File: config.mk
export PLATFORM = sky130hd
export DESIGN_NAME = modbus_speed_write_framer
export DESIGN_NICKNAME = d
export VERILOG_FILES = /design/src/design/mbsw_pkg.sv /design/src/design/mbsw_crc8.sv /design/src/design/mbsw_frame.sv /design/src/design/modbus_speed_write_framer.sv
export VERILOG_INCLUDE_DIRS = /design/src /design/src/design
export SDC_FILE = /design/constraint.sdc
export NUM_CORES = 1
export LEC_CHECK = 0
export ABC_AREA = 1
export BUFFER_PORTS_ARGS = -buffer_cell sky130_fd_sc_hd__buf_2
export CORE_UTILIZATION = 29
export CTS_CLUSTER_SIZE = 25
export DETAILED_ROUTE_END_ITERATION = 7
export GPL_TIMING_DRIVEN = 0
export REMOVE_ABC_BUFFERS = 1
export SETUP_SLACK_MARGIN = 0.1
export SKIP_CTS_REPAIR_TIMING = 1
export SYNTH_ARGS = -nofsm -noshare
export SYNTH_HDL_FRONTEND = slang
export SYNTH_SLANG_ARGS = --single-unit
export TNS_END_PERCENT = 5
File: constraint.sdc
create_clock -name clk -period 8.78 [get_ports clk]
set_clock_uncertainty 0.1 [all_clocks]
set_input_delay 0.878 -clock clk [delete_from_list [all_inputs] [get_ports clk]]
set_output_delay 0.878 -clock clk [all_outputs]
set_load 0.02 [all_outputs]
File: src/design/assert_macros.svh
// Assertion helpers; expect clk and rst_n in scope.
`ifndef ASSERT_MACROS_SVH
`define ASSERT_MACROS_SVH

// same-cycle implication
`define ASSERT_IMPLY(lbl, ante, cons) \
    lbl: assert property (@(posedge clk) disable iff (!rst_n) (ante) |-> (cons)) \
        else $error("same-cycle implication violated");

// next-cycle implication
`define ASSERT_NEXT(lbl, ante, cons) \
    lbl: assert property (@(posedge clk) disable iff (!rst_n) (ante) |=> (cons)) \
        else $error("next-cycle implication violated");

`endif

File: src/design/mbsw_pkg.sv
package mbsw_pkg;

    localparam int NUM_PORTS = 3;
    localparam logic [3:0] PORT_LIMIT = 4'(NUM_PORTS);

    localparam logic [15:0] CRC_POLY = 16'hA001;
    localparam logic [15:0] CRC_INIT = 16'hFFFF;

    localparam logic [7:0] FUNC_WRITE_MULTI = 8'h10;
    localparam logic [15:0] REG_COUNT = 16'h0002;
    localparam logic [7:0] BYTE_COUNT = 8'h04;

    // byte positions within a frame
    localparam logic [3:0] POS_ADDR     = 4'd0;
    localparam logic [3:0] POS_FUNC     = 4'd1;
    localparam logic [3:0] POS_REG_HI   = 4'd2;
    localparam logic [3:0] POS_REG_LO   = 4'd3;
    localparam logic [3:0] POS_CNT_HI   = 4'd4;
    localparam logic [3:0] POS_CNT_LO   = 4'd5;
    localparam logic [3:0] POS_BYTES    = 4'd6;
    localparam logic [3:0] POS_SPD_1    = 4'd7;
    localparam logic [3:0] POS_SPD_0    = 4'd8;
    localparam logic [3:0] POS_SPD_3    = 4'd9;
    localparam logic [3:0] POS_SPD_2    = 4'd10;
    localparam logic [3:0] POS_CRC_LO   = 4'd11;
    localparam logic [3:0] POS_CRC_HI   = 4'd12;

    // configuration register indexes
    localparam logic CFG_SLAVE_ADDR = 1'b0;
    localparam logic CFG_START_REG  = 1'b1;

    typedef struct packed {
        logic [2:0]  port;
        logic [31:0] speed;
    } cmd_t;

    typedef struct packed {
        logic [7:0]  slave_address;
        logic [15:0] start_register;
    } frame_cfg_t;

endpackage

File: src/design/mbsw_crc8.sv
module mbsw_crc8
    import mbsw_pkg::*;
(
    input  logic [15:0] crc_in,
    input  logic [7:0]  data,
    output logic [15:0] crc_out
);

    always_comb
    begin
        logic [15:0] c;
        c = crc_in ^ {8'h00, data};
        for (int k = 0; k < 8; k++)
        begin
            if (c[0])
                c = (c >> 1) ^ CRC_POLY;
            else
                c = c >> 1;
        end
        crc_out = c;
    end

endmodule

File: src/design/mbsw_frame.sv
module mbsw_frame
    import mbsw_pkg::*;
(
    input  logic        clk,
    input  logic        rst_n,
    input  frame_cfg_t  cfg,
    input  logic        cmd_valid,
    input  cmd_t        cmd,
    output logic        cmd_take,
    output logic        out_valid,
    input  logic        out_ready,
    output logic [2:0]  port,
    output logic [7:0]  tx_byte,
    output logic        last_byte
);

`include "assert_macros.svh"

    logic        busy_reg, busy_next;
    logic [3:0]  pos_reg, pos_next;
    logic [15:0] crc_reg, crc_next;
    cmd_t        cur_reg, cur_next;
    logic        out_valid_reg, out_valid_next;
    logic [2:0]  out_port_reg;
    logic [7:0]  out_byte_reg;
    logic        out_last_reg;

    logic        advance;
    logic        at_end;
    logic [7:0]  byte_sel;
    logic [15:0] crc_upd;

    assign advance  = busy_reg && (!out_valid_reg || out_ready);
    assign at_end   = (pos_reg == POS_CRC_HI);
    assign cmd_take = cmd_valid && (!busy_reg || (advance && at_end));

    always_comb
    begin
        case (pos_reg)
            POS_ADDR:   byte_sel = cfg.slave_address;
            POS_FUNC:   byte_sel = FUNC_WRITE_MULTI;
            POS_REG_HI: byte_sel = cfg.start_register[15:8];
            POS_REG_LO: byte_sel = cfg.start_register[7:0];
            POS_CNT_HI: byte_sel = REG_COUNT[15:8];
            POS_CNT_LO: byte_sel = REG_COUNT[7:0];
            POS_BYTES:  byte_sel = BYTE_COUNT;
            POS_SPD_1:  byte_sel = cur_reg.speed[15:8];
            POS_SPD_0:  byte_sel = cur_reg.speed[7:0];
            POS_SPD_3:  byte_sel = cur_reg.speed[31:24];
            POS_SPD_2:  byte_sel = cur_reg.speed[23:16];
            POS_CRC_LO: byte_sel = crc_reg[7:0];
            POS_CRC_HI: byte_sel = crc_reg[15:8];
            default:    byte_sel = 8'h00;
        endcase
    end

    mbsw_crc8 u_crc
    (
        .crc_in  (crc_reg),
        .data    (byte_sel),
        .crc_out (crc_upd)
    );

    always_comb
    begin
        busy_next      = busy_reg;
        pos_next       = pos_reg;
        crc_next       = crc_reg;
        cur_next       = cur_reg;
        out_valid_next = out_valid_reg;
        if (out_valid_reg && out_ready)
            out_valid_next = 1'b0;
        if (advance)
        begin
            out_valid_next = 1'b1;
            pos_next       = pos_reg + 4'd1;
            if (pos_reg < POS_CRC_LO)
                crc_next = crc_upd;
            if (at_end)
                busy_next = 1'b0;
        end
        if (cmd_take)
        begin
            busy_next = 1'b1;
            pos_next  = POS_ADDR;
            crc_next  = CRC_INIT;
            cur_next  = cmd;
        end
    end

    always_ff @(posedge clk or negedge rst_n)
    begin
        if (!rst_n)
        begin
            busy_reg      <= 1'b0;
            pos_reg       <= POS_ADDR;
            crc_reg       <= CRC_INIT;
            out_valid_reg <= 1'b0;
        end
        else
        begin
            busy_reg      <= busy_next;
            pos_reg       <= pos_next;
            crc_reg       <= crc_next;
            out_valid_reg <= out_valid_next;
        end
    end

    always_ff @(posedge clk)
    begin
        cur_reg <= cur_next;
        if (advance)
        begin
            out_port_reg <= cur_reg.port;
            out_byte_reg <= byte_sel;
            out_last_reg <= at_end;
        end
    end

    assign out_valid = out_valid_reg;
    assign port      = out_port_reg;
    assign tx_byte   = out_byte_reg;
    assign last_byte = out_last_reg;

    `ASSERT_IMPLY(a_pos_range, busy_reg, pos_reg <= POS_CRC_HI)
    `ASSERT_IMPLY(a_take_free, cmd_take, !busy_reg || (advance && at_end))
    `ASSERT_NEXT(a_last_mark, advance && at_end, out_valid_reg && out_last_reg)

endmodule

File: src/design/modbus_speed_write_framer.sv
// Modbus RTU write-multiple-registers framer for speed commands.
// Input channel (in_valid/in_ready) takes a port_index and a signed 32-bit
// speed_value. Each command with port_index below NUM_PORTS becomes a
// 13-byte frame on the output channel (out_valid/out_ready): address,
// function 0x10, start register, count, byte count, speed low word then high
// word (each big-endian), CRC-16 low then high. last_byte marks byte 13.
// Commands with port_index at or above NUM_PORTS are taken and dropped.
// Config: cfg_we writes cfg_data into register cfg_index (0 slave address,
// 1 start register); write only while the block is idle.
// The first byte passes the command, sequencer and output byte registers.
// Throughput: one byte per cycle while the receiver is ready; the frame
// sequencer emits one byte per cycle unless stalled and a one-entry
// command register lets the next command wait while a frame is going out.
// Reset empties the command register and sequencer and restores slave
// address 1 and start register 274. When the receiver stalls, the output
// byte holds and the sequencer and command register wait.
module modbus_speed_write_framer
    import mbsw_pkg::*;
(
    input  logic               clk,
    input  logic               rst_n,
    input  logic               cfg_we,
    input  logic               cfg_index,
    input  logic [15:0]        cfg_data,
    input  logic               in_valid,
    output logic               in_ready,
    input  logic [2:0]         port_index,
    input  logic signed [31:0] speed_value,
    output logic               out_valid,
    input  logic               out_ready,
    output logic [2:0]         port,
    output logic [7:0]         tx_byte,
    output logic               last_byte
);

`include "assert_macros.svh"

    frame_cfg_t cfg_reg;
    logic       hold_valid_reg, hold_valid_next;
    cmd_t       hold_reg;
    logic       in_accept;
    logic       port_ok;
    logic       cmd_take;

    assign in_ready  = !hold_valid_reg;
    assign in_accept = in_valid && in_ready;
    assign port_ok   = ({1'b0, port_index} < PORT_LIMIT);

    always_ff @(posedge clk or negedge rst_n)
    begin
        if (!rst_n)
        begin
            cfg_reg.slave_address  <= 8'd1;
            cfg_reg.start_register <= 16'd274;
        end
        else if (cfg_we)
        begin
            case (cfg_index)
                CFG_SLAVE_ADDR: cfg_reg.slave_address  <= cfg_data[7:0];
                CFG_START_REG:  cfg_reg.start_register <= cfg_data;
                default:        ;
            endcase
        end
    end

    always_comb
    begin
        hold_valid_next = hold_valid_reg;
        if (cmd_take)
            hold_valid_next = 1'b0;
        if (in_accept && port_ok)
            hold_valid_next = 1'b1;
    end

    always_ff @(posedge clk or negedge rst_n)
    begin
        if (!rst_n)
            hold_valid_reg <= 1'b0;
        else
            hold_valid_reg <= hold_valid_next;
    end

    always_ff @(posedge clk)
    begin
        if (in_accept && port_ok)
        begin
            hold_reg.port  <= port_index;
            hold_reg.speed <= speed_value;
        end
    end

    mbsw_frame u_frame
    (
        .clk       (clk),
        .rst_n     (rst_n),
        .cfg       (cfg_reg),
        .cmd_valid (hold_valid_reg),
        .cmd       (hold_reg),
        .cmd_take  (cmd_take),
        .out_valid (out_valid),
        .out_ready (out_ready),
        .port      (port),
        .tx_byte   (tx_byte),
        .last_byte (last_byte)
    );

    `ASSERT_IMPLY(a_hold_port, hold_valid_reg, {1'b0, hold_reg.port} < PORT_LIMIT)
    `ASSERT_NEXT(a_take_clears, cmd_take, !hold_valid_reg)
    `ASSERT_NEXT(a_drop_bad_port, in_accept && !port_ok, !hold_valid_reg)

endmodule

# Word level (Yosys, flattened, before mapping)

Index checks and enable logic that the tools add are counted.

$lt $le $gt $ge: 2
Add/sub/neg operators: 1
Bitwise logic cells: 10
Mux-type cells: 21
Reduce and logical (&&, ||, !) cells: 21
Eq/ne operators: 11

Operators by type and width:

| operator                                             | number |
|---|---|
| two-way mux 16 bit                                   | 11 |
| one-hot mux 8 bit (12 select lines)                  | 1 |
| NOT 2 -> 3 bit                                       | 8 |
| equality test 4 bit (second input constant)          | 5 |
| bitwise XOR 16 x 8 -> 16 bit                         | 1 |
| equality test 4 x 3 -> 1 bit (second input constant) | 3 |
| nonzero test 2 bit                                   | 5 |
| equality test 4 x 2 -> 1 bit (second input constant) | 2 |
| two-way mux 4 bit                                    | 2 |
| AND reduction 2 bit                                  | 4 |
| two-way mux 1 bit                                    | 7 |
| logical AND 1 bit                                    | 6 |
| adder 4 x 1 -> 4 bit (second input constant)         | 1 |
| equality test 4 x 1 -> 1 bit (second input constant) | 1 |
| logical NOT 4 bit                                    | 1 |
| < comparator 4 bit (second input constant)           | 1 |
| logical NOT 1 bit                                    | 3 |
| < comparator 3 x 2 -> 1 bit (second input constant)  | 1 |
| logical OR 1 bit                                     | 2 |
| NOT 1 bit                                            | 1 |

Logic and storage cells: 80
Output and inout bits: 14
Flip-flop bits (word level): 129

# Logic depth before layout (Yosys ltp)

Gate-level depths: netlist (run 1).

Depth after elaboration: 22
Mapped depth: 20
Depth with buffers taken out: 20

# Cells and area by module

A second synthesis (run 1) with hierarchy kept.

Cell total of the unflattened synthesis: 548
Area total of the unflattened synthesis: 5830.6 µm²

By module, submodules not included:

| module                    | instances | sequential area each (µm²) | cells an instance | area each (µm²) |
|---|---|---|---|---|
| mbsw_frame                | 1         | 1981.9                     | 339               | 3214.3 |
| modbus_speed_write_framer | 1         | 1681.6                     | 141               | 2158.3 |
| mbsw_crc8                 | 1         | 0.0                        | 68                | 457.9 |

# Worst setup path after synthesis (run 1)

No wires, ideal clock.

Path type: in2reg
Start: in in_valid
End: reg hold_reg[0] in the netlist's numbering (enable)
Buffers on the path: 0
Data arrival time: 3.595 ns
Slack: 4.602 ns
Stages: 2
Required time: 8.197 ns
Cell sequence: nand2_1 > a211oi_1

Longest elaborated chain between the ends: 2

RTL lines:

| what              | RTL line                        | RTL |
|---|---|---|
| start, declared   | modbus_speed_write_framer.sv:25 | `input logic in_valid,` |
| logical AND 1 bit | modbus_speed_write_framer.sv:46 | `assign in_accept = in_valid && in_ready;` |
| logical AND 1 bit | modbus_speed_write_framer.sv:85 | `if (in_accept && port_ok)` |
| end, declared     | modbus_speed_write_framer.sv:40 | `cmd_t hold_reg;` |

Every way passes these cells.
A chain may end at the register's enable or synchronous reset.

# Worst setup path in the final report (run 1)

Start: reg u_frame.pos_reg[1]
End: reg u_frame.crc_reg[12]

Longest elaborated chain between the ends: 16
Elaborated cells on any way between the ends: 39

RTL lines:

| what                                                                         | RTL line                           | RTL |
|---|---|---|
| start, declared                                                              | mbsw_frame.sv:20                   | `logic [3:0] pos_reg, pos_next;` |
| start signal, assigned                                                       | mbsw_frame.sv:103                  | `pos_reg <= pos_next;` |
| equality test 4 bit (tied with other cells)                                  | mbsw_frame.sv:34, mbsw_frame.sv:39 |  |
| one-hot mux 8 bit (12 select lines)                                          | mbsw_frame.sv:39                   | `case (pos_reg)` |
| bitwise XOR 16 x 8 -> 16 bit                                                 | mbsw_crc8.sv:12                    | `c = crc_in ^ {8'h00, data};` |
| two-way mux 16 bit / NOT 2 -> 3 bit (equally long branches) (3 in series)    | --                                 |  |
| NOT 2 -> 3 bit (no source line) / two-way mux 16 bit (equally long branches) | --                                 |  |
| two-way mux 16 bit (3 in series)                                             | mbsw_crc8.sv:15                    | `if (c[0])` |
| NOT 2 -> 3 bit (no source line)                                              | --                                 |  |
| two-way mux 16 bit (2 in series)                                             | mbsw_crc8.sv:15                    |  |
| two-way mux 16 bit                                                           | mbsw_frame.sv:77                   | `if (pos_reg < POS_CRC_LO)` |
| two-way mux 16 bit                                                           | mbsw_frame.sv:73                   | `if (advance)` |
| two-way mux 16 bit                                                           | mbsw_frame.sv:82                   | `if (cmd_take)` |
| end signal, assigned                                                         | mbsw_frame.sv:104                  | `crc_reg <= crc_next;` |
| end, declared                                                                | mbsw_frame.sv:21                   | `logic [15:0] crc_reg, crc_next;` |

Several ways; a longest one is shown, not always the timed one. The select of a mux whose other input is x is not followed.

==> metrics.md, run 1 <==
| Metric | Value |
|---|---|
| Startpoint types | flop |
| Synth-to-Final Area Change | 21.6% |
| Seq/Total Area, Yosys | 64.0% |
| Synth Area in Simple Gates | 21.8% |
| Status | finished, final reports clean |
| Tmin final | 3.43 ns |
| CTS Buffer Depth | 2 |
| WP data arrival | 3.68 ns |
| Die area | 20300 um2 |
| Pint | 1.57 mW |
| Combinational share of power | 35.8% |
| Post-synth EDFFs | 82 |
| Final setup fails | 0 |
| CTS sink count | 129 |
| Clock-pin slew on the worst setup and hold paths | 0.06 ns |
| Util after Layout | 35.9% |
| Maximum VDD drop | 175 uV |
| FFs w/ async S/R, synth | 36.4% |
| Post-Synth XOR/XNOR Area | 0.306% |
| Relative slew slack | 16.1% |
| Fraction of layout cells with a size suffix above 1 | 29.1% |
| Initial antenna violation count | 0 |
| Mapped Cells | 524 |
| Most frequent cells in the layout | nand2_1 (110), edfxtp_1 (82), buf_2 (70), inv_1 (51), nand3_1 (40) |
| Max-slew violations | 0 |
| Hold Fails Final Rpt | 0 |
| Hold Crit Class | reg2reg |
| Setup tns final | 0 ns |
| Synthesis Warnings | 0 |
| RSZ-0062 raised after global routing | false |
| Min Hold Slack | 0.311 ns |
| CTS tree | yes |
| Adder-Cell Fraction of Synth Area | 0.874% |
| Pwr Density | 367 nW/um2 |
| Post-synth top area share | 43.0% |
| Drt total wl | 12700 um |
| PnR worst setup slack | 5.35 ns |
| Yosys top cell by area | edfxtp_1 |
| Mux contribution to synthesized area | 1.57% |
| Synthesized area | 5720 um2 |
| Largest family of logic cells by synthesized area | simple AND/OR/NAND/NOR gates |
| Fmax | 0.292 GHz |
| Routability cong. | 0.772 |
| IO Count | 71 |
| Crit path kind | reg2reg |
| Row cnt | 51 |
| Die Width | 142 um |
| Post-DRT Antenna Nets | 0 |
| Sw frac | 38.6% |
| Worst EP required | 9.03 ns |
| Endpoint type of the worst setup path | flop |
| Drt pass-1 iters | 4 |
| Post-synth cell types | 36 |
| Vias | 3914 |
| Synth top area cells | edfxtp_1 (43%), dfrtp_1 (12%), dfstp_2 (9.2%) |
| Ant. Diodes | 0 |
| Num CTS Buffers | 17 |
| Via/cell ratio | 4.47 |
| Wire per inst | 14.5 um |
| Share of total power in sequential cells | 35.5% |
| Largest net degree at the start of global routing | 48 |
| Vias in the first global route | 3854 |
| Gr ovfl total | 0 |
| Leakage power | 3.01 nW |
| DP Wirelength | 8630 um |
| Die span in y | 142 um |
| GRT Util Overall | 13.7% |
| Worst-path maximum fanout | 21 |
| Syn avg cell area | 10.9 um2 |
| Root Driver | clkbuf_16 |
| Commonest non-fill, non-tap cell in the layout | nand2_1 |
| Place WS | 5.09 ns |
| Core Region | 19400 um2 |
| Synth Flop Type | edfxtp_1 |
| DR DRC count | 0 |
| Max-cap violation count | 0 |
| Final period utilization | 39.1% |
| NetSw | 0.986 mW |
| IO Port Bufs | 70 |
| Skew-Pair Late Insertion Delay | 0.42 ns |
| Effective utilization at floorplan | 29.5% |
| Seq cells post-synth | 129 |
| Compound-Gate Fraction of Synth Area | 5.27% |
| Clk network pwr share | 28.7% |
| Worst slew pin tran | 1.26 ns |
| DRT iter0 DRCs | 192 |
| Max H-tree Level | 4 |
| Final net count | 659 |
| First-pass GRT wire length | 20300 um |
[Yosys cell counts (2+ instances only)]
master    number
nand4_1       34
inv_1         51
nor2_2         8
edfxtp_1      82
buf_2          7
clkbuf_1       4
dfstp_2       20
buf_6          6
nand2_2       16
nand3_2       11
inv_6          2
nand2_1      110
nor2_1        29
a22oi_1        5
xor2_1         2
ha_1           4
nand3_1       40
inv_2          3
mux2_2         8
a21oi_1       15
o21ai_0       26
dfrtp_1       27
[cells by family (layout without fill, tap and decap cells)]
| logic type | Yosys count | in the layout |
|---|---|---|
| AOI/OAI and AO/OA | 54 | 54 |
| xor gates and xnor gates | 2 | 2 |
| adders and majority gates | 4 | 4 |
| buffers and inverters | 74 | 161 |
| DFF | 129 | 129 |
| muxes | 8 | 8 |
| and+or+nand+nor | 253 | 253 |
[critical path: stages, from the launching register on]
cell and delay, ns:
dfrtp_1 0.39, ha_1 0.85, o21ai_0 0.21, nand2_1 0.21, inv_1 0.26, nor2_1 0.85, inv_1 0.22, o22ai_1 0.21
inv_1 0.06
[area by class of cell]
cell class,count,area (um2)
clock buffers,18,429
repair buffers,73,400
clock inverters,14,189
fillers,1963,12400
multi-input cells,321,1730
flip-flops and latches,129,3660
inverters,56,220
well taps,265,332
[routing by layer]
metal,up-vias,part of all wire (%),track usage (%)
li1,1956,-,-
met1,1821,45,16.6
met2,111,48,22.2
met3,26,4.7,3.57
met4,0,2.8,7.30
met5,-,0,0
[path summary, 6_finish.rpt]
check	start	to	slack [ns]	depth (start not counted)
worst max-delay path	u_frame.pos_reg[1]	u_frame.crc_reg[12]	5.35	8
worst min-delay path	hold_reg[7]	u_frame.cur_reg[7]	0.31	0
worst max register to register	u_frame.pos_reg[1]	u_frame.crc_reg[12]	5.35	8
worst min register to register	hold_reg[7]	u_frame.cur_reg[7]	0.31	0
max in group asynchronous	rst_n	cfg_reg[0]	7.29	1
min in group asynchronous	rst_n	u_frame.out_valid	0.58	1
[stage by stage]
step,instance area (um2),cells,total power [mW]
CTS,6960,876,2.57
global route,6960,876,2.72
finish,6960,876,2.55
floorplan,5590,506,1.56
detailed placement,6340,844,1.83
global placement,6270,841,1.80
[power groups by stage]
stage	combinational (mW)	sequential, mW	clock, mW
final	0.913	0.906	0.734
after global routing	1.03	0.920	0.771
after CTS	0.913	0.904	0.748
after detailed placement	0.911	0.914	0
after global placement	0.883	0.916	0
after floorplan	0.639	0.919	0
(Power assumes the default switching activity.)
==> run 2: changes to the inputs <==
ABC_AREA = 0   (was 1)
clock period = 3.54 ns   (was 8.78 ns; I/O delays follow)
==> run 2 against run 1 <==
  * Area after synthesis shrank 8.7%
  * Cell area shrank 5.7%
  * Register-to-register slack lost 5.1 ns
  * Die area shrank 8.5%
  * Setup slack lost 5.1 ns
  * Critical path type unchanged
==> metrics.md, run 2 <==
| Metric | Value |
|---|---|
| Status | finished, final reports clean (unchanged) |
| Hold Fails Final Rpt | 0 (unchanged) |
| Min Hold Slack | 0.00994 ns (was 0.311 ns) |
| Critical Path End | u_frame.crc_reg[0] (was u_frame.crc_reg[12]) |
| Synth Area in Simple Gates | 6.25% (was 21.8%) |
| Vias | 3012 (was 3914) |
| Mux contribution to synthesized area | 6.34% (was 1.57%) |
| Die span in y | 136 um (was 142 um) |
| Endpoint type of the worst setup path | flop (unchanged) |
| Fin cells | 664 (was 876) |
| Seq cells post-synth | 129 (unchanged) |
| Synth cell count leaders | edfxtp_1 (82), dfrtp_1 (27), mux2_2 (25) (was nand2_1 (110), edfxtp_1 (82), inv_1 (51)) |
| R2R Setup Slk | 0.26 ns (was 5.35 ns) |
| Setup tns final | 0 ns (unchanged) |
| Placed cell areas | 5810 um2 (was 6340 um2) |
| IO Port Bufs | 70 (unchanged) |
| Post-synth cell types | 50 (was 36) |
| Mapped Cells | 339 (was 524) |
| R2R cell count | 9 (was 8) |
| Post-DRT Antenna Nets | 0 (unchanged) |
| Fmax | 0.305 GHz (was 0.292 GHz) |
| Gr ovfl total | 0 (unchanged) |
| Yosys top cell by area | edfxtp_1 (unchanged) |
| Die area | 18600 um2 (was 20300 um2) |
| Initial antenna violation count | 0 (unchanged) |
| Post-synth top area share | 47.1% (was 43.0%) |
| WP data arrival | 3.52 ns (was 3.68 ns) |
| FFs w/ async S/R, synth | 36.4% (unchanged) |
| Compound-Gate Fraction of Synth Area | 8.61% (was 5.27%) |
| Syn avg cell area | 15.4 um2 (was 10.9 um2) |
| Crit path kind | reg2reg (unchanged) |
| CTS Buffer Depth | 2 (unchanged) |
| Synth-to-Final Area Change | 25.6% (was 21.6%) |
| Post-Synth XOR/XNOR Area | 5.14% (was 0.306%) |
| Worst-path maximum fanout | 17 (was 21) |
| Vias in the first global route | 3232 (was 3854) |
| Largest net degree at the start of global routing | 48 (unchanged) |
| Synth Flop Type | edfxtp_1 (unchanged) |
| Hold Crit Class | in2reg (was reg2reg) |
| Fraction of layout cells with a size suffix above 1 | 39.4% (was 29.1%) |
| Row cnt | 48 (was 51) |
| # placed instances | 617 (was 844) |
| Worst EP required | 3.79 ns (was 9.03 ns) |
| CTS tree | yes (unchanged) |
| Ant. Diodes | 0 (unchanged) |
| Routability cong. | 0.808 (was 0.772) |
| Max-slew violations | 0 (unchanged) |
| Die Width | 136 um (was 142 um) |
| Effective utilization at floorplan | 29.9% (was 29.5%) |
| Relative slew slack | 27.1% (was 16.1%) |
| DR DRC count | 0 (unchanged) |
| First-pass GRT wire length | 17400 um (was 20300 um) |
| DRT iter0 DRCs | 189 (was 192) |
| Most frequent cells in the layout | edfxtp_1 (82), buf_2 (70), mux2_2 (25), dfrtp_1 (23), nor2_1 (21) (was nand2_1 (110), edfxtp_1 (82), buf_2 (70), inv_1 (51), nand3_1 (40)) |
| Via/cell ratio | 4.54 (was 4.47) |
| Post-synth EDFFs | 82 (unchanged) |
| Maximum VDD drop | 716 uV (was 175 uV) |
| Final net count | 487 (was 659) |
| Seq/Total Area, Yosys | 70.1% (was 64.0%) |
| Synthesized area | 5230 um2 (was 5720 um2) |
| Leakage power | 2.46 nW (was 3.01 nW) |
| IO Count | 71 (unchanged) |
| Drt pass-1 iters | 4 (unchanged) |
| Final setup fails | 0 (unchanged) |
| Count leader, synth | edfxtp_1 (was nand2_1) |
| Drt total wl | 11000 um (was 12700 um) |
| Num CTS Buffers | 17 (unchanged) |
| Clock-pin slew on the worst setup and hold paths | 0.06 ns (about the same) |
| Pwr Density | 987 nW/um2 (was 367 nW/um2) |
| Largest family of logic cells by synthesized area | compound AO/OA/AOI/OAI gates (was simple AND/OR/NAND/NOR gates) |
| Skew-Pair Late Insertion Delay | 0.42 ns (about the same) |
| Worst slew pin tran | 1.09 ns (was 1.26 ns) |
| Max-cap violation count | 0 (unchanged) |
| DP Wirelength | 7330 um (was 8630 um) |
| RSZ-0062 raised after global routing | false (unchanged) |
| Crit. Startpoint | u_frame.pos_reg[0] (was u_frame.pos_reg[1]) |
| Commonest non-fill, non-tap cell in the layout | edfxtp_1 (was nand2_1) |
| Wire per inst | 16.6 um (was 14.5 um) |
| Util after Layout | 37.6% (was 35.9%) |
| Critical R2R Launch | u_frame.pos_reg[0] (was u_frame.pos_reg[1]) |
| Crit Reg-Reg Endpoint | u_frame.crc_reg[0] (was u_frame.crc_reg[12]) |
| Post-route cell area | 6570 um2 (was 6960 um2) |
| Final period utilization | 92.6% (was 39.1%) |
| Synthesis Warnings | 0 (unchanged) |
| Max H-tree Level | 4 (unchanged) |
| Tmin final | 3.28 ns (was 3.43 ns) |
| Root Driver | clkbuf_16 (unchanged) |
| Core Region | 17500 um2 (was 19400 um2) |
| CTS sink count | 129 (unchanged) |
| Worst hold stages | 1 (was 0) |
| Adder-Cell Fraction of Synth Area | 0.957% (was 0.874%) |
| GRT Util Overall | 12.8% (was 13.7%) |
| Synth top area cells | edfxtp_1 (47%), dfrtp_1 (13%), dfstp_2 (10%) (was edfxtp_1 (43%), dfrtp_1 (12%), dfstp_2 (9.2%)) |
| Startpoint types | flop (unchanged) |
==> run 2: changes by cell type in the layout (fill, tap and decap cells not counted), sizes merged, moves of 17 or more <==
cell | previous run | this run
nand2 | 126 | 13
o21ai | 27 | 4
nand4 | 34 | 1
nor2 | 39 | 21
nand3 | 51 | 7
inv | 57 | 6
mux2 | 8 | 25
==> run 2: critical path, stage by stage, from the launching register on <==
cell and delay, ns:
dfrtp_2 0.44, ha_2 0.34, a22oi_1 0.22, o22ai_1 0.10
or4_4 0.56, xor2_2 0.19, xnor3_2 0.30, xnor3_2 0.45
xnor3_1 0.34, a21oi_1 0.15
==> run 2: worst min-delay path by stage <==
stage / start / endpoint
4_1_cts: speed_value[14] / hold_reg[14]
3_5_place_dp: hold_reg[7] / u_frame.cur_reg[7]
2_1_floorplan: rst_n / cfg_reg[0]
6_report: speed_value[8] / hold_reg[8]
5_1_grt: speed_value[31] / hold_reg[31]
3_3_place_gp: hold_reg[27] / u_frame.cur_reg[27]
==> run 2: kinds of logic after synthesis <==
logic type,Yosys count
fa+ha+maj,4
buf+inv,25
xor+xnor,24
compound gates,64
simple gates,63
flops,129
mux,30
==> run 2: layout make-up <==
cell class              instances  area [um2]
well taps                     225         282
repair buffers                 87         541
clock buffers                  18         429
fillers                      1668       10900
multi-input cells             185        1500
flip-flops and latches        129        3670
clock inverters                14         119
inverters                       6        22.5
==> run 2: routing by layer <==
layer / up-vias / track usage, % / wire length, um
met5: - / 0 / 0
met4: 0 / 6.42 / 202
met3: 16 / 3.54 / 408
met2: 67 / 20.4 / 5280
met1: 1490 / 16.0 / 5130
li1: 1439 / - / -
==> run 2: stage by stage <==
stage	power [mW]	setup slack, ns
floorplan	4.24	-0.575
global placement	4.81	-2.28
detailed placement	4.84	-0.156
CTS	6.47	-0.186
global route	6.84	0.124
finish	6.48	0.263
==> run 2: where the power goes <==
part | total (mW) | switching [mW] | internal, mW
registers | 2.29 | 0.267 | 2.02
clock network | 1.60 | 0.642 | 0.958
logic | 2.59 | 1.27 | 1.33
